--- config.mk ---
export PLATFORM = sky130hd
export DESIGN_NAME = fdf_mac
export DESIGN_NICKNAME = d
export VERILOG_FILES = /design/src/hw/rtl/fdf_pkg.sv /design/src/hw/rtl/fdf_mac.sv
export SDC_FILE = /design/constraint.sdc
export NUM_CORES = 2
export LEC_CHECK = 0
export ABC_AREA = 0
export BUFFER_PORTS_ARGS = -buffer_cell sky130_fd_sc_hd__buf_2
export CORE_MARGIN = 2
export CORE_UTILIZATION = 39
export CTS_CLUSTER_SIZE = 24
export DETAILED_ROUTE_END_ITERATION = 10
export SYNTH_ARGS = -nofsm -noshare
export SYNTH_HDL_FRONTEND = slang
export SYNTH_SLANG_ARGS = --single-unit
export TNS_END_PERCENT = 50
--- constraint.sdc ---
create_clock -name clk -period 27 [get_ports clk]
set_input_delay 2.7 -clock clk [delete_from_list [all_inputs] [get_ports clk]]
set_output_delay 2.7 -clock clk [all_outputs]
set_load 0.01 [all_outputs]
--- src/hw/rtl/fdf_pkg.sv ---
// Shared constants, codes and types for the decimating FIR filter core.
package fdf_pkg;

  localparam int MAX_TAPS    = 256;
  localparam int SAMPLE_BITS = 24;
  localparam int COEF_BITS   = 18;

  localparam int IDX_W  = $clog2(MAX_TAPS);
  localparam int CNT_W  = $clog2(MAX_TAPS + 1);
  localparam int SUM_W  = IDX_W + 1;

  localparam int DECIM_W     = 8;
  localparam int TAP_COUNT_W = 9;
  localparam int SCALE_BITS  = 24;
  localparam int COEF_IDX_W  = 8;
  localparam int OUT_BITS    = 32;
  localparam int SHIFT_BITS  = 32;

  localparam int PROD_W   = SAMPLE_BITS + COEF_BITS;
  localparam int ACC_W    = SAMPLE_BITS + COEF_BITS + IDX_W;
  localparam int ACC_LO_W = ACC_W / 2;
  localparam int ACC_HI_W = ACC_W - ACC_LO_W;
  localparam int MUL_A_W  = ACC_LO_W + 1;
  localparam int PP_W     = MUL_A_W + SCALE_BITS;
  localparam int SCALED_W = ACC_W + SCALE_BITS;

  localparam int APB_DATA_W = 32;
  localparam int APB_ADDR_W = 4;

  localparam logic OP_COEF   = 1'b0;
  localparam logic OP_SAMPLE = 1'b1;

  localparam logic [1:0] REG_DECIMATION = 2'd0;
  localparam logic [1:0] REG_TAP_COUNT  = 2'd1;
  localparam logic [1:0] REG_SCALE      = 2'd2;

  localparam logic [DECIM_W-1:0]     DECIM_RESET = DECIM_W'(32);
  localparam logic [TAP_COUNT_W-1:0] TAPS_RESET  = '0;
  localparam logic [SCALE_BITS-1:0]  SCALE_RESET = SCALE_BITS'(65536);

  localparam logic [OUT_BITS-1:0] OUT_MAX = {1'b0, {(OUT_BITS-1){1'b1}}};
  localparam logic [OUT_BITS-1:0] OUT_MIN = {1'b1, {(OUT_BITS-1){1'b0}}};

  typedef struct packed {
    logic clear;
    logic tap_valid;
    logic scale_lo;
    logic scale_hi;
    logic combine;
  } fdf_mac_ctrl_t;

endpackage

--- src/hw/rtl/fdf_mac.sv ---
// Multiply-accumulate pipeline and two-pass scale multiply of the filter sum.
module fdf_mac import fdf_pkg::*; (
  input  logic                          clk,
  input  logic                          rst,
  input  fdf_mac_ctrl_t                 ctrl,
  input  logic signed [SAMPLE_BITS-1:0] sample,
  input  logic signed [COEF_BITS-1:0]   weight,
  input  logic signed [SCALE_BITS-1:0]  scale,
  output logic signed [SCALED_W-1:0]    scaled
);

  logic                          v1;
  logic                          v2;
  logic signed [SAMPLE_BITS-1:0] sample_q;
  logic signed [PROD_W-1:0]      prod;
  logic signed [ACC_W-1:0]       acc;
  logic signed [PP_W-1:0]        pp;
  logic signed [PP_W-1:0]        pp_lo;

  logic signed [ACC_HI_W-1:0]    acc_hi;
  logic signed [MUL_A_W-1:0]     mul_a;
  logic signed [SCALED_W-1:0]    hi_ext;
  logic signed [SCALED_W-1:0]    lo_ext;

  assign acc_hi = acc[ACC_W-1:ACC_LO_W];
  assign mul_a  = ctrl.scale_hi ? MUL_A_W'(acc_hi) : $signed({1'b0, acc[ACC_LO_W-1:0]});
  assign hi_ext = SCALED_W'(pp) <<< ACC_LO_W;
  assign lo_ext = SCALED_W'(pp_lo);

  always_ff @(posedge clk) begin
    if (rst) begin
      v1 <= 1'b0;
      v2 <= 1'b0;
    end else begin
      v1 <= ctrl.tap_valid;
      v2 <= v1;
    end
  end

  always_ff @(posedge clk) begin
    sample_q <= sample;
    if (v1) begin
      prod <= sample_q * weight;
    end
    if (ctrl.clear) begin
      acc <= '0;
    end else if (v2) begin
      acc <= acc + ACC_W'(prod);
    end
    if (ctrl.scale_lo || ctrl.scale_hi) begin
      pp <= mul_a * scale;
    end
    if (ctrl.scale_hi) begin
      pp_lo <= pp;
    end
    if (ctrl.combine) begin
      scaled <= hi_ext + lo_ext;
    end
  end

endmodule
==> results by group <==
STA
  • Setup TNS: 0 ns
  • Fmax: 0.0959 GHz
  • Slew Limit Fails: 0
  • Final period util: 0.386
  • Final hold slack: 0.417 ns
  • Clock skew: 0.0465 ns
  • Minimum clock period: 10.42 ns
  • RSZ-0062 raised after global routing: no
  • Final hold vios: 0
  • Final setup viols: 0
  • Worst Tran Pin Value: 1.02 ns
  • Max-slew headroom: 0.319

CTS
  • Worst skew pair latency: 0.59 ns
  • CTS tree: done
  • CTS hold repair buffers: 0
  • Clock Tree Buf Depth: 3
  • Clock buffer count from CTS: 37
  • Clock-pin slew on the worst setup and hold paths: 0.06 ns
  • Root Buffer Master: clkbuf_16
  • Clock Sinks: 292
  • H-tree levels: 2
  • Resized cells post-CTS: 0
  • Post-CTS setup buffer count: 0

Yosys
  • Post-Syn Nets: 6789
  • Post-synth EDFFs: 216
  • Largest area contributor in the synthesized netlist: fa_1
  • Post-Synthesis Cells: 5298
  • Yosys cell types: 81
  • Top-area cell type share of the netlist area: 0.417
  • Sequential fraction of the synthesis area: 0.155
  • Synth Flop Type: edfxtp_1
  • Main area contributors after synthesis: fa_1 42%, edfxtp_1 13%, ha_1 8.2%
  • Total number of yosys warnings: 0
  • Syn_area_per_cell: 9.76 um^2
  • Number of synthesized register bits: 292
  • Post-synth ARST share: 0
  • Synth Cell Area: 51700 um^2

Floorplan
  • Initial Util: 0.393
  • IO Count: 147
  • Die area: 136000 um^2
  • Core ar.: 132000 um^2
  • Die Ht: 368 um
  • Die X-Extent: 368 um
  • Std-Cell Rows: 133

Global route
  • Initial antenna violation count: 5
  • Vias in the first global route: 39.0k
  • Total grt overflow: 0
  • Grt met3 use: 0.0260
  • First-pass GRT wire length: 215000 um
  • Top Usage Layer GRT: met2
  • GR Util met2: 0.350
  • Largest net degree at the start of global routing: 75
  • Tot GR Track Use: 0.201
  • Met1 GRT Util: 0.258

Worst setup path
  • CP arrival: 10.75 ns
  • CP required: 27.32 ns
  • Crit Path Category: in -> reg
  • Worst setup EP type: flop
  • CP Max Fanout: 42
  • Critical Path Source Type: input pin
  • CP bufs+invs: 7
  • Top delay family on crit path: adder cells
  • Slowest stage cell, crit path: mux2_2
  • Crit-path most repeated cell: fa_1
  • Largest incremental delay on the critical path: 0.63 ns

Cells and area
  • Design Area, Final: 55200 um^2
  • Area Overhead vs Synth: 6.63%
  • Commonest cells after routing, fill and taps aside: 1090 x inv_1, 1078 x fa_1, 690 x nand2_1, 414 x and2_1, 340 x ha_1
  • # nets final: 6769
  • Non-filler cells, final: 7063
  • Commonest non-fill, non-tap cell in the layout: inv_1
  • Share of cells above drive strength 1: 0.0514

Route
  • Number of detailed-route iterations in the first pass: 8
  • DRT iter0 DRCs: 2057
  • DRC: 0
  • Average wire per standard cell: 18.7 um
  • Detailed-route via count: 35.6k
  • Routed WL: 132000 um
  • Antenna-violating nets left: 0
  • Vias/cell: 5.03

Place
  • Post-Place Cells: 6994
  • Area after DPL: 53900 um^2
  • Final RePlAce weighted congestion: 0.874
  • PortBufs: 146
  • HPWL Detailed: 106000 um

Outcome
  • Status: completed

Hold path
  • Worst hold path type: reg -> reg

Run
  • Max-capacitance violation count: 0
==> registers in the layout, summed over array words and instances, names as in the netlist <==
register	flops
v1	1
pp_lo	50
prod	42
acc	50
sample_q	24
scaled	74
pp	50
v2	1
==> Yosys cell counts, types with 6 or more instances <==
cell / count
xnor2_1: 130
and2_1: 414
nor2_1: 158
a21oi_1: 170
buf_1: 6
nand4_1: 20
a31oi_1: 21
edfxtp_1: 216
dfxtp_1: 76
o21ai_1: 6
o21bai_1: 20
nand2_1: 690
o31a_1: 6
nor3b_1: 7
mux2_2: 23
nand3_1: 35
clkbuf_1: 208
fa_1: 1078
o21a_1: 25
o211ai_1: 11
ha_1: 340
nand2b_1: 53
nor3_1: 22
nor2b_1: 24
or2_2: 13
o21ai_0: 89
o31ai_1: 7
xor2_1: 52
inv_1: 1090
and3_1: 31
a21o_1: 87
o22ai_1: 7
a211oi_1: 25
mux2i_1: 35
==> worst register-to-register path, delay by kind of cell (launching register included) <==
family | cells | cell delay [ns]
buffers and inverters | 6 | 1.05
DFF | 1 | 0.79
AOI/OAI and AO/OA | 4 | 0.98
and+or+nand+nor | 2 | 0.73
xor gates and xnor gates | 1 | 0.08
adders and majority gates | 8 | 4.45
==> metal layers <==
metal / share of wire / wire length [um]
met5: 0.00027 / 35
met4: 0.036 / 4800
met2: 0.49 / 64400
met3: 0.051 / 6700
met1: 0.42 / 56000
==> per-stage QoR <==
step | util | setup WS, ns
4_1_cts | 0.419 | 16.65
5_1_grt | 0.419 | 16.12
2_1_floorplan | - | 16.53
3_5_place_dp | 0.410 | 16.05
3_3_place_gp | 0.410 | 16.03
6_report | 0.419 | 16.58
==> worst paths after layout <==
path                                            from  slack, ns                    to  depth (start not counted)
worst max-delay path                         ctrl[1]      16.58      pp[48]$_DFFE_PP_                         27
worst min-delay path             pp_lo[19]$_DFFE_PP_       0.42  scaled[19]$_DFFE_PP_                          0
worst max register to register  acc[49]$_SDFFE_PP0P_      18.64      pp[49]$_DFFE_PP_                         21
worst min register to register   pp_lo[19]$_DFFE_PP_       0.42  scaled[19]$_DFFE_PP_                          0
==> final cells by class <==
cell class / instances / area [um^2]
repair buffers: 160 / 838
flip-flops and latches: 292 / 8010
clock inverters: 23 / 206
diodes: 1 / 2.50
multi-input cells: 3697 / 38800
fillers: 12800 / 76500
well taps: 1755 / 2200
inverters: 1090 / 4090
clock buffers: 45 / 1010
==> cells by family (layout without fill, tap and decap cells) <==
kind of cell,after synthesis,in the layout,share of synthesized area
and+or+nand+nor,1496,1496,0.140
DFF,292,292,0.155
buffers and inverters,1309,1318,0.0951
muxes,58,58,0.0118
other,0,1,0
xor gates and xnor gates,182,182,0.0308
AOI/OAI and AO/OA,543,543,0.0684
adders and majority gates,1418,1418,0.499
Power is left out: the tool's default activity adds up to more than one toggle a clock period on the data nets, which glitch-free logic cannot reach.
