### src/hw/rtl/fdf_pkg.sv
// Shared constants, codes and types for the decimating FIR filter core.
package fdf_pkg;

  localparam int MAX_TAPS    = 256;
  localparam int SAMPLE_BITS = 24;
  localparam int COEF_BITS   = 18;

  localparam int IDX_W  = $clog2(MAX_TAPS);
  localparam int CNT_W  = $clog2(MAX_TAPS + 1);
  localparam int SUM_W  = IDX_W + 1;

  localparam int DECIM_W     = 8;
  localparam int TAP_COUNT_W = 9;
  localparam int SCALE_BITS  = 24;
  localparam int COEF_IDX_W  = 8;
  localparam int OUT_BITS    = 32;
  localparam int SHIFT_BITS  = 32;

  localparam int PROD_W   = SAMPLE_BITS + COEF_BITS;
  localparam int ACC_W    = SAMPLE_BITS + COEF_BITS + IDX_W;
  localparam int ACC_LO_W = ACC_W / 2;
  localparam int ACC_HI_W = ACC_W - ACC_LO_W;
  localparam int MUL_A_W  = ACC_LO_W + 1;
  localparam int PP_W     = MUL_A_W + SCALE_BITS;
  localparam int SCALED_W = ACC_W + SCALE_BITS;

  localparam int APB_DATA_W = 32;
  localparam int APB_ADDR_W = 4;

  localparam logic OP_COEF   = 1'b0;
  localparam logic OP_SAMPLE = 1'b1;

  localparam logic [1:0] REG_DECIMATION = 2'd0;
  localparam logic [1:0] REG_TAP_COUNT  = 2'd1;
  localparam logic [1:0] REG_SCALE      = 2'd2;

  localparam logic [DECIM_W-1:0]     DECIM_RESET = DECIM_W'(32);
  localparam logic [TAP_COUNT_W-1:0] TAPS_RESET  = '0;
  localparam logic [SCALE_BITS-1:0]  SCALE_RESET = SCALE_BITS'(65536);

  localparam logic [OUT_BITS-1:0] OUT_MAX = {1'b0, {(OUT_BITS-1){1'b1}}};
  localparam logic [OUT_BITS-1:0] OUT_MIN = {1'b1, {(OUT_BITS-1){1'b0}}};

  typedef struct packed {
    logic clear;
    logic tap_valid;
    logic scale_lo;
    logic scale_hi;
    logic combine;
  } fdf_mac_ctrl_t;

endpackage

### src/hw/rtl/fdf_ring_cell.sv
// One sample cell of the history ring: loads its neighbor's sample when enabled.
module fdf_ring_cell import fdf_pkg::*; (
  input  logic                          clk,
  input  logic                          en,
  input  logic signed [SAMPLE_BITS-1:0] d,
  output logic signed [SAMPLE_BITS-1:0] q
);

  always_ff @(posedge clk) begin
    if (en) begin
      q <= d;
    end
  end

endmodule

### src/hw/rtl/fdf_sample_chain.sv
// Sample history as a ring of cells: shifts in new samples, rotates to feed the MAC.
module fdf_sample_chain import fdf_pkg::*; (
  input  logic                          clk,
  input  logic                          insert,
  input  logic                          rotate,
  input  logic signed [SAMPLE_BITS-1:0] din,
  output logic signed [SAMPLE_BITS-1:0] head
);

  logic signed [SAMPLE_BITS-1:0] q [MAX_TAPS];
  logic signed [SAMPLE_BITS-1:0] d [MAX_TAPS];
  logic                          en;

  assign en   = insert | rotate;
  assign head = q[MAX_TAPS-1];

  for (genvar k = 0; k < MAX_TAPS; k++) begin : g_cell
    if (k == 0) begin : g_first
      assign d[k] = rotate ? q[MAX_TAPS-1] : din;
    end else begin : g_rest
      assign d[k] = q[k-1];
    end

    fdf_ring_cell u_cell (
      .clk (clk),
      .en  (en),
      .d   (d[k]),
      .q   (q[k])
    );
  end

endmodule

### config.mk
export PLATFORM = sky130hd
export DESIGN_NAME = fdf_sample_chain
export DESIGN_NICKNAME = d
export VERILOG_FILES = /design/src/hw/rtl/fdf_pkg.sv /design/src/hw/rtl/fdf_ring_cell.sv /design/src/hw/rtl/fdf_sample_chain.sv
export SDC_FILE = /design/constraint.sdc
export NUM_CORES = 2
export LEC_CHECK = 0
export BUFFER_PORTS_ARGS = -buffer_cell sky130_fd_sc_hd__buf_4
export CAP_MARGIN = 10
export CORE_MARGIN = 1.5
export CORE_UTILIZATION = 55
export DETAILED_ROUTE_END_ITERATION = 8
export MAX_ROUTING_LAYER = met4
export PLACE_DENSITY = 0.7
export SLEW_MARGIN = 30
export SYNTH_ARGS = -nofsm -noshare
export SYNTH_HDL_FRONTEND = slang
export SYNTH_HIERARCHICAL = 1
export SYNTH_SLANG_ARGS = --single-unit
### constraint.sdc
create_clock -name clk -period 218.1 [get_ports clk]
set_clock_uncertainty 0.05 [all_clocks]
set_input_delay 10.905 -clock clk [delete_from_list [all_inputs] [get_ports clk]]
set_output_delay 10.905 -clock clk [all_outputs]
set_load 0.1 [all_outputs]
==> impl_results.html <==
<table>
<tr><th>Metric</th><th>Value</th></tr>
<tr><th colspan="2">CTS</th></tr>
<tr><td>Number of gates resized after cts</td><td>0</td></tr>
<tr><td>CTS sink count</td><td>6144</td></tr>
<tr><td>Maximum count of clock buffers along a single path</td><td>4</td></tr>
<tr><td>Clock tree from TritonCTS</td><td>built</td></tr>
<tr><td>Clk_lat worst skew</td><td>between 1000 and 1500 ps</td></tr>
<tr><td>Number of buffers inserted to repair setup after CTS</td><td>0</td></tr>
<tr><td>H-tree depth reported by CTS</td><td>6</td></tr>
<tr><td># hold bufs at CTS</td><td>0</td></tr>
<tr><td>Clock Pin Slew Worst Setup and Hold Paths</td><td>60 ps</td></tr>
<tr><td>Root buffer cell</td><td>sky130_fd_sc_hd__clkbuf_16</td></tr>
<tr><td>TritonCTS Buffers</td><td>around 580</td></tr>
<tr><th colspan="2">Logic synthesis</th></tr>
<tr><td>Share of the yosys chip area belonging to registers</td><td>between 90% and 100%</td></tr>
<tr><td>Net count of the mapped netlist</td><td>6199</td></tr>
<tr><td>Number of synthesized register bits</td><td>6144</td></tr>
<tr><td>Number of different library cells in the post-synthesis netlist</td><td>6</td></tr>
<tr><td>Post-Synthesis Mean Instance Area</td><td>30.0 µm²</td></tr>
<tr><td>Proportion of netlist area held by the largest area contributor</td><td>~100%</td></tr>
<tr><td>Yosys warns</td><td>6</td></tr>
<tr><td>Post-Syn Area</td><td>185000 µm²</td></tr>
<tr><td>Count of mapped cells out of synthesis</td><td>6172</td></tr>
<tr><td>Top cells by area in the synthesized netlist</td><td>sky130_fd_sc_hd__edfxtp_1, sky130_fd_sc_hd__mux2_4, sky130_fd_sc_hd__mux2_2</td></tr>
<tr><td>Area leader, netlist</td><td>sky130_fd_sc_hd__edfxtp_1</td></tr>
<tr><th colspan="2">Routing</th></tr>
<tr><td>Post-route DRC violation count</td><td>0</td></tr>
<tr><td>Total wire length</td><td>206000 µm</td></tr>
<tr><td>Count of vias placed by the detailed router</td><td>roughly 59000</td></tr>
<tr><td>Iteration-0 DRC Markers</td><td>5709</td></tr>
<tr><td>Via-per-instance ratio</td><td>between 4 and 5</td></tr>
<tr><td>Average wire per cell in the routed design</td><td>17.6 µm</td></tr>
<tr><td>Number of detailed-routing iterations run before antenna repair</td><td>5</td></tr>
<tr><td>Remaining number of nets flagged by the antenna check after routing</td><td>0</td></tr>
<tr><th colspan="2">Timing</th></tr>
<tr><td>Maximum clock frequency</td><td>61.4 MHz</td></tr>
<tr><td>Final sum of negative setup slack</td><td>0 ps</td></tr>
<tr><td>Final-report max-slew violation count</td><td>0</td></tr>
<tr><td>Fin Hold WS</td><td>342 ps</td></tr>
<tr><td>Final hold violations</td><td>0</td></tr>
<tr><td>Setup Viol. Count Final</td><td>0</td></tr>
<tr><td>Minimum period implied by the final worst setup slack</td><td>around 16000 ps</td></tr>
<tr><td>Slew at the pin closest to its max-slew limit</td><td>927 ps</td></tr>
<tr><td>Slew HR</td><td>38.2%</td></tr>
<tr><td>RSZ-0062 raised after global routing</td><td>false</td></tr>
<tr><td>Post-route fraction of the period consumed by the critical path</td><td>7.47%</td></tr>
<tr><th colspan="2">Die</th></tr>
<tr><td>Area of the core</td><td>334000 µm²</td></tr>
<tr><td>Starting density of the core</td><td>55.4%</td></tr>
<tr><td>Number of cell rows</td><td>around 210</td></tr>
<tr><td>Overall die area</td><td>340000 µm²</td></tr>
<tr><td>Die X</td><td>slightly below 600 µm</td></tr>
<tr><td>Ports</td><td>51</td></tr>
<tr><td>Height of the die</td><td>583 µm</td></tr>
<tr><th colspan="2">GRT</th></tr>
<tr><td>Number of global-route vias before repair</td><td>56200</td></tr>
<tr><td>Maximum number of pins on one net before global-route repair</td><td>212</td></tr>
<tr><td>Initial antenna violation count</td><td>6</td></tr>
<tr><td>Overall fraction of global-route tracks in use</td><td>12.7%</td></tr>
<tr><td>Wire length of the first global-routing pass</td><td>334000 µm</td></tr>
<tr><td>Global route overflow</td><td>0</td></tr>
<tr><th colspan="2">Setup path</th></tr>
<tr><td>Most prevalent standard cell on the critical path</td><td>sky130_fd_sc_hd__buf_4</td></tr>
<tr><td>Endpoint arrival time on the critical path</td><td>16880 ps</td></tr>
<tr><td>Critical Path, Cell by Cell</td><td>buf_4, or2_4, buf_12, buf_16, buf_4, buf_4, buf_6, buf_6, buf_4</td></tr>
<tr><td>Type of the worst setup path</td><td>input pin to flip-flop</td></tr>
<tr><td>Maximum fanout along the worst path</td><td>136</td></tr>
<tr><td>Startpoint class of the critical path</td><td>input pin</td></tr>
<tr><td>Worst Path Required</td><td>218690 ps</td></tr>
<tr><td>Kind of end point of the critical path</td><td>flip-flop</td></tr>
<tr><td>Slowest stage cell on the critical path</td><td>sky130_fd_sc_hd__or2_4</td></tr>
<tr><td>Largest stage delay, worst path</td><td>760 ps</td></tr>
<tr><th colspan="2">Pwr</th></tr>
<tr><td>Areal power density over the cells</td><td>roughly 12 nW/µm²</td></tr>
<tr><td>Final Power</td><td>2.47 mW</td></tr>
<tr><td>Leak</td><td>72.5 nW</td></tr>
<tr><td>Peak VDD IR</td><td>0.00914 mV</td></tr>
<tr><th colspan="2">Finish</th></tr>
<tr><td>Regs by FF count</td><td>g_cell.u_cell/q: 6144 flops</td></tr>
<tr><td>Number of flip-flops under the largest register name</td><td>6144</td></tr>
<tr><td>Layout cell share with drive strength beyond 1</td><td>12.5%</td></tr>
<tr><td>Number of nets in the layout</td><td>6901</td></tr>
<tr><td>Top reg by flops</td><td>g_cell.u_cell/q</td></tr>
<tr><td>Layout overhead on the synthesized area</td><td>13.4%</td></tr>
<tr><td>Fill cell count</td><td>around 21000</td></tr>
<tr><th colspan="2">Place</th></tr>
<tr><td>HPWL after DPL</td><td>84400 µm</td></tr>
<tr><td>Number of buffer cells added on primary ports</td><td>50</td></tr>
<tr><td>GPL Wtd Cong</td><td>approximately 0.72</td></tr>
<tr><th colspan="2">Flow run</th></tr>
<tr><td>MaxCap Viol Count</td><td>0</td></tr>
<tr><th colspan="2">Status</th></tr>
<tr><td>Outcome</td><td>complete, no violations</td></tr>
<tr><th colspan="2">Worst hold path</th></tr>
<tr><td>Kind of path behind the tightest hold check</td><td>flip-flop to flip-flop</td></tr>
</table>
==> cell usage in the layout, fill, tap and decap left out, types with 16 or more instances in the layout <==
master and n:
sky130_fd_sc_hd__buf_4 74, sky130_fd_sc_hd__clkinv_16 20, sky130_fd_sc_hd__clkinv_1 124, sky130_fd_sc_hd__bufinv_16 29, sky130_fd_sc_hd__inv_16 16, sky130_fd_sc_hd__clkbuf_16 582
sky130_fd_sc_hd__clkinv_2 83, sky130_fd_sc_hd__edfxtp_1 6144, sky130_fd_sc_hd__buf_6 38, sky130_fd_sc_hd__clkbuf_1 133, sky130_fd_sc_hd__mux2_4 19
==> cell families after synthesis <==
family | count (synthesis) | synth area share, %
buf+inv | 3 | 0.0277
simple gates | 1 | 0.00339
mux | 24 | 0.185
flops | 6144 | 99.8
==> cell usage after synthesis <==
library cell               instances
sky130_fd_sc_hd__or2_1             1
sky130_fd_sc_hd__mux2_4           19
sky130_fd_sc_hd__buf_6             1
sky130_fd_sc_hd__mux2_2            5
sky130_fd_sc_hd__buf_12            2
sky130_fd_sc_hd__edfxtp_1       6144
==> per-layer routing <==
| metal | part of all wire [%] | routed length (µm) | track usage (%) | vias to the layer above |
|---|---|---|---|---|
| met2 | 40 | 82700 | 14.6 | 1004 |
| met3 | 4.6 | 9470 | 2.72 | 458 |
| met1 | 53 | 109000 | 22.2 | 30300 |
| met4 | 2.5 | 5220 | 4.00 | 0 |
| met5 | 0 | 0 | - | - |
| li1 | - | - | - | 26800 |
==> critical path: cells and delay by family <==
family | cells | cell delay [ps]
buffers and inverters | 8 | 4800
and+or+nand+nor | 1 | 760
==> report_power, final <==
group / switching [mW] / leakage, nW / internal, mW
combinational: 0.0244 / 0.895 / 0.00296
clock: 0.413 / 8.79 / 0.532
sequential: 0.0400 / 62.9 / 1.46
total: 0.477 / 72.5 / 1.99
==> layout make-up <==
cell class              count  area (µm²)  share of cell area (%)
diodes                      1        2.50                 0.00119
clock buffers             715       15100                    7.18
clock inverters           311        3070                    1.46
multi-input cells          25         350                   0.167
flip-flops and latches   6144      184000                    88.0
well taps                4387        5490                    2.62
repair buffers            124        1270                   0.605
==> worst paths after layout <==
path	from	to	slack, ps	depth (start not counted)
max	rotate	g_cell[17].u_cell/q[20]	201810	9
min	g_cell[76].u_cell/q[21]	g_cell[77].u_cell/q[21]	340	0
max reg2reg	g_cell[255].u_cell/q[9]	g_cell[0].u_cell/q[9]	217010	1
min reg2reg	g_cell[76].u_cell/q[21]	g_cell[77].u_cell/q[21]	340	0
==> through the flow <==
step / instance area [µm²] / instances / worst slack, ps / utilization [%]
after floorplan: 185000 / 6172 / 68030 / -
after global placement: 191000 / 10700 / 200570 / 57.3
after detailed placement: 191000 / 10700 / 200230 / 57.3
after CTS: 209000 / 11700 / 201450 / 62.7
after global routing: 210000 / 11700 / 201360 / 62.8
final: 210000 / 11700 / 201810 / 62.8
No activity file was read; power rests on OpenSTA's default activity.
