## src/hw/rtl/fdf_ram.sv

```systemverilog
// Generic single-write, single-read RAM with registered read data.
module fdf_ram #(
  parameter int WIDTH = 8,
  parameter int DEPTH = 16
) (
  input  logic                     clk,
  input  logic                     we,
  input  logic [$clog2(DEPTH)-1:0] waddr,
  input  logic [WIDTH-1:0]         wdata,
  input  logic [$clog2(DEPTH)-1:0] raddr,
  output logic [WIDTH-1:0]         rdata
);

  logic [WIDTH-1:0] mem [DEPTH];

  always_ff @(posedge clk) begin
    if (we) begin
      mem[waddr] <= wdata;
    end
    rdata <= mem[raddr];
  end

endmodule

```

## config.mk

```make
export PLATFORM = sky130hd
export DESIGN_NAME = fdf_ram
export DESIGN_NICKNAME = d
export VERILOG_FILES = /design/src/hw/rtl/fdf_ram.sv
export SDC_FILE = /design/constraint.sdc
export NUM_CORES = 1
export LEC_CHECK = 0
export ABC_AREA = 0
export BUFFER_PORTS_ARGS = -buffer_cell sky130_fd_sc_hd__buf_2
export CORE_MARGIN = 2
export CORE_UTILIZATION = 60
export DETAILED_ROUTE_END_ITERATION = 16
export GPL_TIMING_DRIVEN = 0
export PLACE_DENSITY = 0.75
export SLEW_MARGIN = 20
export SYNTH_ARGS = -nofsm -noshare
export SYNTH_HDL_FRONTEND = slang
export SYNTH_SLANG_ARGS = --single-unit
```

## constraint.sdc

```tcl
create_clock -name clk -period 2.3 [get_ports clk]
set_input_delay 0.46 -clock clk [delete_from_list [all_inputs] [get_ports clk]]
set_output_delay 0.46 -clock clk [all_outputs]
set_load 0.005 [all_outputs]
```

==> metrics.yaml, run 1 <==
critical_path:
  worst_setup_path_end_kind: "register"
  crit_buf_inv: 1
  critPathLaunchType: "primary input"
  crit_arrival_ns: 1.77
  crit_type: "in -> reg"
  cp_max_fo: 8
  cp_slowest_cell: "nor2_1"
  critPathMaxStageDelay_ns: 0.64
  cp_data_required_time_ns: 2.44
  cpLargestDelayFamily: "simple AND/OR/NAND/NOR gates"
  path_cells: "buf_2 > or3b_2 > nor2_1"
global_route:
  grt_pass1_vias: 2432
  grt_max_degree: 17
  grt-ovfl-total: 0
  antenna_found_initial: 0
  track_usage_pct: 22.81
  grt_pass1_wl_mm: 14.95
clock_network:
  ctsResizeCount: 0
  cts_buffer_depth: 2
  holdBufCountCts: 0
  cts_tree: "yes"
  cts.sinks: 136
  cts.reportedPaths.clkPinSlew_ns: 0.06
  cts_root_buffer: "clkbuf_8"
  clk_latency_ns: 0.51
  htree_levels: 4
  cts_buffers: 17
  cts_setup_buffers: 0
sta:
  hold_violations: 0
  fin_skew_ns: 0.005336
  rsz0062_at_grt: "false"
  worstMarginPinSlew_ns: 0.8377
  min_period_over_period_pct: 70.87
  finalSetupViolations: 0
  clock.fmax_mhz: 613.5
  tns_ns: 0
  final_max_slew_viol_count: 0
  slew_headroom_pct: 43.95
  fin_crit_ns: 1.630
layout:
  fill_cells: 485
  area_growth_pct: 17.02
  postLayoutCellArea_sq_um: 6023
  nNetsFinal: 290
  antenna_cells: 0
  fin_cells: 390
  layout-drive-gt1-share_pct: 30.88
route:
  drc: 0
  drt_iter0_drc: 213
  wl_mm: 9.814
  avgViaCountPerCell: 6.244
  wl_per_cell_microns: 25.16
  drtPass1Iterations: 4
  antenna_left: 0
  via_count: 2435
pwr:
  p_per_area_nw_per_um2: 953.4
  seqPwrFrac_pct: 48.5
  p_leak_nw: 2.034
  swShare_pct: 19.70
  pwr-share-clk_pct: 46.9
  power_switching_w: 0.001131
  ir_worst_vdd_uv: 538.3
  internal_power_w: 0.004611
  comb_power_share_pct: 4.6
placement:
  placed_area_sq_um: 5419
  place_inst: 358
  io_buffers: 24
  place_congestion: 0.7156
  hpwlAfterDp_mm: 5.954
yosys:
  synth_top_flop_cell: "edfxtp_1"
  ys_types: 19
  yosys_warnings: 0
  netlist_top_cells_count: "edfxtp_1, mux4_2, a22oi_1, mux4_1, nor2_1"
  netlist_instances: 229
  synth_area_sq_um: 5147
  postSynthAreaPerCell_sq_um: 22.48
  synth_area_leaders: "edfxtp_1, mux4_2, mux4_1, dfxtp_1, a22oi_1"
  yosysMostFrequentCell: "edfxtp_1"
  synth_top_area_share_pct: 74.67
  yosys.area.top_type: "edfxtp_1"
  synth-seq-area-share_pct: 77.78
  ys_async_sr_fraction_pct: 0
  ys_ff_latch: 136
  synth_edf_count: 128
  syn_nets: 247
run_status:
  status: "finished clean"
run:
  maxCapViolCount: 0
floorplan:
  coreArea_sq_um: 8258
  die-area_sq_um: 9336
  initial_core_util_pct: 62.33
  rows: 33
  die_w_microns: 96.63
  die_h_microns: 96.63
  ios: 26
worst_hold_path:
  min_path_type: "in -> reg"
## cell usage in the layout (no fill, tap or decap), drive strengths merged
cell type      count
a22oi             16
edfxtp           128
bufinv             3
buf               31
and2               1
clkbuf            20
nor2              13
or3b               1
nor3               4
clkdlybuf4s25      3
dfxtp              8
nand3              1
clkinvlp           3
clkinv             6
nand3b             2
nor2b              1
nand2              9
nand2b             2
and2b              1
mux4              32
## path summary, 6_finish.rpt
check	startpoint	endpoint	slack, ns	cells past startpoint
setup / recovery	waddr[2]	mem[3][1]	0.67	3
hold / removal	wdata[5]	mem[6][5]	0.35	1
setup reg to reg	mem[15][7]	rdata[7]	0.83	3
hold reg to reg	mem[11][1]	rdata[1]	0.68	3
## routing by layer
metal | wire (microns) | vias up | global-route usage [%] | share of wire (%)
li1 | - | 1058 | - | -
met1 | 4074 | 1238 | 33.58 | 42
met2 | 4798 | 125 | 33.39 | 49
met3 | 720 | 14 | 5.708 | 7.3
met4 | 221 | 0 | 9.534 | 2.3
met5 | 0 | - | 0 | 0
## registers in the layout, indices dropped and copies added (netlist names)
register	flops
mem	128
rdata	8
## power by group through the flow
stage / Clock (W) / Combinational [W] / Sequential, W
2_1_floorplan: 0 / 0.000141 / 0.00284
6_report: 0.00269 / 0.000263 / 0.00279
3_3_place_gp: 0 / 0.000252 / 0.00283
4_1_cts: 0.00272 / 0.000264 / 0.00279
3_5_place_dp: 0 / 0.000261 / 0.00284
5_1_grt: 0.00283 / 0.000283 / 0.00279
## stage by stage
step | setup WS [ns] | hold slack [ns] | power (W) | utilization, %
2_1_floorplan | 0.3471 | 0.5589 | 0.002976 | -
3_3_place_gp | -0.2167 | 0.6495 | 0.003083 | 65.38
3_5_place_dp | 0.1374 | 0.6721 | 0.003097 | 65.62
4_1_cts | 0.6950 | 0.3393 | 0.005767 | 72.94
5_1_grt | 0.6060 | 0.3433 | 0.005903 | 72.94
6_report | 0.6700 | 0.3490 | 0.005743 | 72.94
## area by class of cell
class	count	area [sq um]	area share [%]
plain buffers	10	86.33	1.433
clock buffers	20	455.4	7.561
clock inverters	12	148.9	2.472
multi-input cells	83	1077	17.89
flip-flops and latches	136	4004	66.47
well taps	105	131.4	2.181
repair buffers	24	120.1	1.994
## logic make-up (layout without fill, tap and decap cells)
| kind of cell | after synthesis | count (layout) | synth area share (%) |
|---|---|---|---|
| buffers and inverters | 10 | 66 | 1.677 |
| muxes | 32 | 32 | 15.02 |
| AOI/OAI and AO/OA | 16 | 16 | 2.334 |
| and+or+nand+nor | 35 | 35 | 3.184 |
| DFF | 136 | 136 | 77.78 |
(Power assumes the default switching activity.)
==> inputs of run 2 (changes only) <==
--- a/config.mk
+++ b/config.mk
@@ -5,13 +5,13 @@
 export SDC_FILE = /design/constraint.sdc
 export NUM_CORES = 1
 export LEC_CHECK = 0
-export ABC_AREA = 0
+export ABC_AREA = 1
 export BUFFER_PORTS_ARGS = -buffer_cell sky130_fd_sc_hd__buf_2
 export CORE_MARGIN = 2
-export CORE_UTILIZATION = 60
+export CORE_UTILIZATION = 55
 export DETAILED_ROUTE_END_ITERATION = 16
 export GPL_TIMING_DRIVEN = 0
-export PLACE_DENSITY = 0.75
+export PLACE_DENSITY = 0.72
 export SLEW_MARGIN = 20
 export SYNTH_ARGS = -nofsm -noshare
 export SYNTH_HDL_FRONTEND = slang
==> constraint.sdc (replaced) <==
create_clock -name clk -period 1.4 [get_ports clk]
set_input_delay 0.28 -clock clk [delete_from_list [all_inputs] [get_ports clk]]
set_output_delay 0.28 -clock clk [all_outputs]
set_load 0.005 [all_outputs]
==> run 2 against run 1 <==
Compared with the run above:
- count of clock-buffer cells in the layout stayed put
- area after synthesis is 12% higher
- combinational power up 120%
- register-to-register slack worse by 0.47 ns
- synthesized cell count up 140%
- global-route usage is 3.0 points higher
- worst hold slack worse by 0.19 ns
- critical path depth is the same
- sequential power up 64%
- clock skew rose by 0.0028 ns
- final cell count rose by 90%
- critical path type unchanged
- largest power group unchanged
==> metrics.yaml, run 2 <==
global_route:
  grt_pass1_wl_mm: 20.80  # was 14.95 mm
  track_usage_pct: 25.83  # was 22.81%
  grt_pass1_vias: 3833  # was 2432
  antenna_found_initial: 0  # unchanged
  grt_max_degree: 17  # unchanged
  grt-ovfl-total: 0  # unchanged
critical_path:
  crit_arrival_ns: 1.37  # was 1.77 ns
  critPathLaunchType: "primary input"  # unchanged
  cp_data_required_time_ns: 1.54  # was 2.44 ns
  rr_worst_depth: 6  # was 3
  crit_type: "in -> reg"  # unchanged
  cp_max_fo: 8  # unchanged
  worst_setup_path_end_kind: "register"  # unchanged
route:
  wl_per_cell_microns: 18.25  # was 25.16 microns
  drc: 0  # unchanged
  drtPass1Iterations: 5  # was 4
  wl_mm: 13.52  # was 9.814 mm
  drt_iter0_drc: 503  # was 213
  avgViaCountPerCell: 5.329  # was 6.244
  via_count: 3949  # was 2435
  antenna_left: 0  # unchanged
layout:
  final_cell_mix: "nand2_1, edfxtp_1, inv_1, nand3_1, buf_2"  # was edfxtp_1, buf_2, mux4_2, a22oi_1, clkbuf_16
  top_register: "mem"  # unchanged
  final_common_cell: "nand2_1"  # was edfxtp_1
  area_growth_pct: 15.47  # was 17.02%
  largest_reg_flops: 128  # unchanged
  top_regs: "mem x128, rdata x8"  # unchanged
  layout-drive-gt1-share_pct: 12.73  # was 30.88%
  antenna_cells: 0  # unchanged
  final_util_pct: 65.09  # was 72.94%
  nNetsFinal: 610  # was 290
  fin_cells: 741  # was 390
yosys:
  yosys.area.top_type: "edfxtp_1"  # unchanged
  synth_top_family_by_area: "simple AND/OR/NAND/NOR gates"  # was multiplexers
  netlist_top_cells_count: "nand2_1, edfxtp_1, inv_1, nand3_1, nor2_1"  # was edfxtp_1, mux4_2, a22oi_1, mux4_1, nor2_1
  netlist_instances: 551  # was 229
  yosys_warnings: 0  # unchanged
  synth_xor_area_share_pct: 0  # unchanged
  syn_nets: 569  # was 247
  yosysMostFrequentCell: "nand2_1"  # was edfxtp_1
  ys_types: 12  # was 19
  synth_top_flop_cell: "edfxtp_1"  # unchanged
  synth_compound_area_share_pct: 0  # was 2.333%
  synth-seq-area-share_pct: 69.43  # was 77.78%
  synth-adder-area-share_pct: 0  # unchanged
  synth_area_sq_um: 5767  # was 5147 sq um
  ys_ff_latch: 136  # unchanged
  muxShareOfSynthArea_pct: 0  # was 15.02%
  ys_async_sr_fraction_pct: 0  # unchanged
  postSynthAreaPerCell_sq_um: 10.47  # was 22.48 sq um
  synth_area_leaders: "edfxtp_1, nand2_1, nand3_1, inv_1, dfxtp_1"  # was edfxtp_1, mux4_2, mux4_1, dfxtp_1, a22oi_1
  yosys.area_share.simple_pct: 21.05  # was 3.184%
  synth_edf_count: 128  # unchanged
  synth_top_area_share_pct: 66.65  # was 74.67%
sta:
  finalSetupViolations: 0  # unchanged
  hold_violations: 0  # unchanged
  rsz0062_at_grt: "false"  # unchanged
  fin_crit_ns: 1.228
  clock.fmax_mhz: 814.5
  fin_skew_ns: 0.008096  # was 0.005336 ns
  worstMarginPinSlew_ns: 0.9572  # was 0.8377 ns
  min_period_over_period_pct: 87.70
  slew_headroom_pct: 35.95  # was 43.95%
  fin_hold_ws_ns: 0.1596  # was 0.3490 ns
  final_max_slew_viol_count: 0  # unchanged
clock_network:
  clk_latency_ns: 0.53  # was 0.51 ns
  cts.reportedPaths.clkPinSlew_ns: 0.06  # about the same
  ctsResizeCount: 0  # unchanged
  cts_root_buffer: "clkbuf_8"  # unchanged
  cts_setup_buffers: 0  # unchanged
  cts_buffers: 17  # unchanged
  cts.sinks: 136  # unchanged
  cts_tree: "yes"  # unchanged
  htree_levels: 4  # unchanged
  holdBufCountCts: 0  # unchanged
  cts_buffer_depth: 2  # unchanged
floorplan:
  die_h_microns: 106.4  # was 96.63 microns
  ios: 26  # unchanged
  die-area_sq_um: 11320  # was 9336 sq um
  die_w_microns: 106.4  # was 96.63 microns
  rows: 37  # was 33
  initial_core_util_pct: 56.37  # was 62.33%
  coreArea_sq_um: 10230  # was 8258 sq um
pwr:
  ir_worst_vdd_uv: 883.6  # was 538.3 uV
  p_leak_nw: 2.894  # was 2.034 nW
  p_per_area_nw_per_um2: 1463  # was 953.4 nW/um^2
run:
  maxCapViolCount: 0  # unchanged
run_status:
  status: "finished clean"  # unchanged
worst_hold_path:
  holdPathStages: 1  # unchanged
  min_path_type: "in -> reg"  # unchanged
placement:
  place_congestion: 0.8197  # was 0.7156
  hpwlAfterDp_mm: 8.456  # was 5.954 mm
  io_buffers: 22  # was 24
  place_inst: 709  # was 358
run 2: changes by cell type after synthesis, sizes merged:
cell	before	now
nor2	13	17
buf	7	24
inv	0	102
clkdlybuf4s25	3	0
mux4	32	0
nand2b	2	0
and2b	1	0
nand3	1	97
nor3	4	0
nor2b	1	0
or3b	1	0
nand2	9	173
a22oi	16	0
and2	1	0
run 2: logic make-up (layout without fill, tap and decap cells):
| group | Yosys count | after routing |
|---|---|---|
| buf+inv | 126 | 180 |
| simple gates | 289 | 289 |
| flops | 136 | 136 |
run 2: area by class of cell:
type / instances / area [sq um]
tap: 136 / 170.2
fill: 768 / 3572
sequential: 136 / 4004
multi-input combinational: 289 / 1214
buffer: 24 / 166.4
clock inverter: 12 / 176.4
clock buffer: 20 / 435.4
inverter: 102 / 382.9
timing repair buffer: 22 / 110.1
run 2: path summary, 6_finish.rpt:
check,start,to,slack [ns]
setup / recovery,waddr[3],mem[6][0],0.17
hold / removal,wdata[2],mem[9][2],0.16
setup reg to reg,mem[15][3],rdata[3],0.36
hold reg to reg,mem[2][1],rdata[1],0.69
run 2: layer usage:
layer | routed length (microns) | global-route usage [%] | vias to the layer above
li1 | - | - | 1858
met1 | 5673 | 33.88 | 1841
met2 | 6414 | 41.21 | 224
met3 | 1194 | 6.990 | 26
met4 | 238 | 10.24 | 0
met5 | 0 | 0 | -
run 2: metrics by stage:
stage	setup TNS (ns)	power [W]	setup slack, ns	area (sq um)
2_1_floorplan	0	0.004982	0.1692	5767
3_3_place_gp	-26.15	0.005216	-0.3243	6047
3_5_place_dp	-29.68	0.005232	-0.3471	6047
4_1_cts	0	0.009752	0.1601	6659
5_1_grt	0	0.01000	0.1191	6659
6_report	0	0.009744	0.1722	6659
run 2: where the power goes:
group | internal, W | switching [W] | total, W
Sequential | 0.00455 | 0.0000238 | 0.00458
Combinational | 0.000174 | 0.000411 | 0.000586
Clock | 0.00293 | 0.00165 | 0.00458
Total | 0.00766 | 0.00208 | 0.00974
run 2: worst max-delay path, cell delays in order:
cell	delay, ns
buf_2	0.12
nand3b_1	0.21
nor2_1	0.76
==> inputs of run 3 (changes only) <==
--- a/config.mk
+++ b/config.mk
@@ -11,8 +11,9 @@
 export CORE_UTILIZATION = 55
 export DETAILED_ROUTE_END_ITERATION = 16
 export GPL_TIMING_DRIVEN = 0
-export PLACE_DENSITY = 0.72
+export PLACE_DENSITY = 0.75
 export SLEW_MARGIN = 20
 export SYNTH_ARGS = -nofsm -noshare
 export SYNTH_HDL_FRONTEND = slang
 export SYNTH_SLANG_ARGS = --single-unit
+export TNS_END_PERCENT = 5
==> run 3 against run 2 <==
Compared with the run above:
- critical path depth stayed put
- register-to-register slack worse by 0.04 ns
- fmax is 1.6% lower
- combinational power is 1% higher
- clock skew is 0.0033 ns lower
- sequential cell count stayed put
- largest power group is now the clock network
- worst hold slack worse by 0.0071 ns
- utilization is 0.56 points higher
- global-route usage is 0.67 points higher
- final cell count stayed put
- first-iteration DRC count is 24% lower
- die area stayed put
==> metrics.yaml, run 3 (synthesized netlist as in run 2, its figures left out) <==
run_status:
  status: "finished clean"  # unchanged
clock_network:
  clk_latency_ns: 0.53  # about the same
  cts_setup_buffers: 0  # unchanged
  cts_buffers: 17  # unchanged
  htree_levels: 4  # unchanged
  cts.reportedPaths.clkPinSlew_ns: 0.06  # about the same
  cts_root_buffer: "clkbuf_8"  # unchanged
  ctsResizeCount: 0  # unchanged
  cts.sinks: 136  # unchanged
  holdBufCountCts: 0  # unchanged
  cts_buffer_depth: 2  # unchanged
  cts_tree: "yes"  # unchanged
layout:
  largest_reg_flops: 128  # unchanged
  final_cell_mix: "nand2_1, edfxtp_1, inv_1, nand3_1, buf_2"  # unchanged
  area_growth_pct: 16.47  # was 15.47%
  fin_cells: 741  # unchanged
  top_register: "mem"  # unchanged
  postLayoutCellArea_sq_um: 6716  # was 6659 sq um
  top_regs: "mem x128, rdata x8"  # unchanged
  final_util_pct: 65.65  # was 65.09%
  final_common_cell: "nand2_1"  # unchanged
  antenna_cells: 0  # unchanged
  nNetsFinal: 610  # unchanged
  layout-drive-gt1-share_pct: 12.56  # was 12.73%
floorplan:
  die_w_microns: 106.4  # unchanged
  rows: 37  # unchanged
  initial_core_util_pct: 56.37  # unchanged
  die_h_microns: 106.4  # unchanged
  coreArea_sq_um: 10230  # unchanged
  ios: 26  # unchanged
  die-area_sq_um: 11320  # unchanged
pwr:
  seqPwrFrac_pct: 44.8  # was 47.0%
  comb_power_share_pct: 5.8  # was 6.0%
  pwr-share-clk_pct: 49.4  # was 47.0%
  swShare_pct: 20.38  # was 21.39%
  ir_worst_vdd_uv: 1266  # was 883.6 uV
  power_switching_w: 0.002082  # was 0.002084 W
  p_leak_nw: 2.931  # was 2.894 nW
  internal_power_w: 0.008133  # was 0.007660 W
  p_per_area_nw_per_um2: 1521  # was 1463 nW/um^2
sta:
  rsz0062_at_grt: "false"  # unchanged
  worstMarginPinSlew_ns: 0.9914  # was 0.9572 ns
  slew_headroom_pct: 33.66  # was 35.95%
  fin_skew_ns: 0.004800  # was 0.008096 ns
  fin_ws_ns: 0.1519  # was 0.1722 ns
  hold_violations: 0  # unchanged
  clock.fmax_mhz: 801.2  # was 814.5 MHz
  min_period_over_period_pct: 89.15  # was 87.70%
  fin_hold_ws_ns: 0.1524  # was 0.1596 ns
  finalSetupViolations: 0  # unchanged
  fin_crit_ns: 1.248  # was 1.228 ns
  final_max_slew_viol_count: 0  # unchanged
global_route:
  grt-ovfl-total: 0  # unchanged
  grt_max_degree: 17  # unchanged
  grt_pass1_wl_mm: 21.27  # was 20.80 mm
  grt_pass1_vias: 3794  # was 3833
  antenna_found_initial: 0  # unchanged
  track_usage_pct: 26.50  # was 25.83%
critical_path:
  critPathLaunchType: "primary input"  # unchanged
  critPathCapture: "mem[5][5]"  # was mem[6][0]
  critPathMaxStageDelay_ns: 0.78  # was 0.76 ns
  r2r_start: "mem[0][1]"  # was mem[15][3]
  crit_arrival_ns: 1.40  # was 1.37 ns
  startpoint: "waddr[3]"  # unchanged
  worst_setup_path_end_kind: "register"  # unchanged
  rr_worst_depth: 6  # unchanged
  cp_max_fo: 8  # unchanged
  crit_type: "in -> reg"  # unchanged
  r2r-end: "rdata[1]"  # was rdata[3]
  rrSetupSlack_ns: 0.32  # was 0.36 ns
  cp_slowest_cell: "nor2_1"  # unchanged
  cp_data_required_time_ns: 1.56  # was 1.54 ns
  path_cells: "buf_2 > nand3b_1 > nor2_1"  # unchanged
route:
  wl_per_cell_microns: 18.73  # was 18.25 microns
  drtPass1Iterations: 5  # unchanged
  drt_iter0_drc: 381  # was 503
  via_count: 4018  # was 3949
  wl_mm: 13.88  # was 13.52 mm
  antenna_left: 0  # unchanged
  avgViaCountPerCell: 5.422  # was 5.329
  drc: 0  # unchanged
placement:
  place_ws_ns: -0.3837  # was -0.3471 ns
  place_inst: 709  # unchanged
  io_buffers: 22  # unchanged
  placed_area_sq_um: 6047  # unchanged
  hpwlAfterDp_mm: 8.597  # was 8.456 mm
  place_congestion: 0.9183  # was 0.8197
run:
  maxCapViolCount: 0  # unchanged
worst_hold_path:
  min_path_type: "in -> reg"  # unchanged
## run 3: power by group through the flow
stage               combinational, W  clock, W  sequential [W]
finish                      0.000593   0.00505         0.00458
global route                0.000646   0.00522         0.00458
CTS                         0.000585   0.00504         0.00458
detailed placement          0.000577         0         0.00466
global placement            0.000565         0         0.00466
floorplan                   0.000321         0         0.00466
## run 3: how the worst min path moves through the flow
stage | cells after the start | endpoint | startpoint | slack (ns)
final | 1 | mem[1][1] | wdata[1] | 0.15
after global routing | 1 | mem[0][1] | wdata[1] | 0.16
after CTS | 1 | mem[9][1] | wdata[1] | 0.14
after detailed placement | 1 | rdata[4] | rdata[4] | 0.66
after global placement | 1 | rdata[5] | rdata[5] | 0.66
after floorplan | 0 | mem[0][0] | wdata[0] | 0.38
## run 3: worst max-delay path: cells and delay by family
family,cells,cell delay [ns]
buffers and inverters,1,0.11
and+or+nand+nor,2,1.00
## run 3: final cells by class
cell class                 count  area, sq um
sequential                   136         4004
fill                         777         3515
multi-input combinational    289         1214
clock buffer                  17        414.1
inverter                     102        382.9
clock inverter                15        255.2
tap                          136        170.2
buffer                        24        166.4
timing repair buffer          22        110.1
## run 3: routing by layer
metal / track usage [%] / up-vias / wire, microns
met5: 0 / - / 0
met4: 11.65 / 0 / 428
met3: 6.193 / 35 / 1166
met2: 40.43 / 208 / 6431
met1: 36.60 / 1915 / 5850
li1: - / 1860 / -
## run 3: metrics by stage
step / power, W / TNS [ns]
2_1_floorplan: 0.004982 / 0
3_3_place_gp: 0.005220 / -26.77
3_5_place_dp: 0.005237 / -31.81
4_1_cts: 0.01020 / 0
5_1_grt: 0.01045 / 0
6_report: 0.01021 / 0
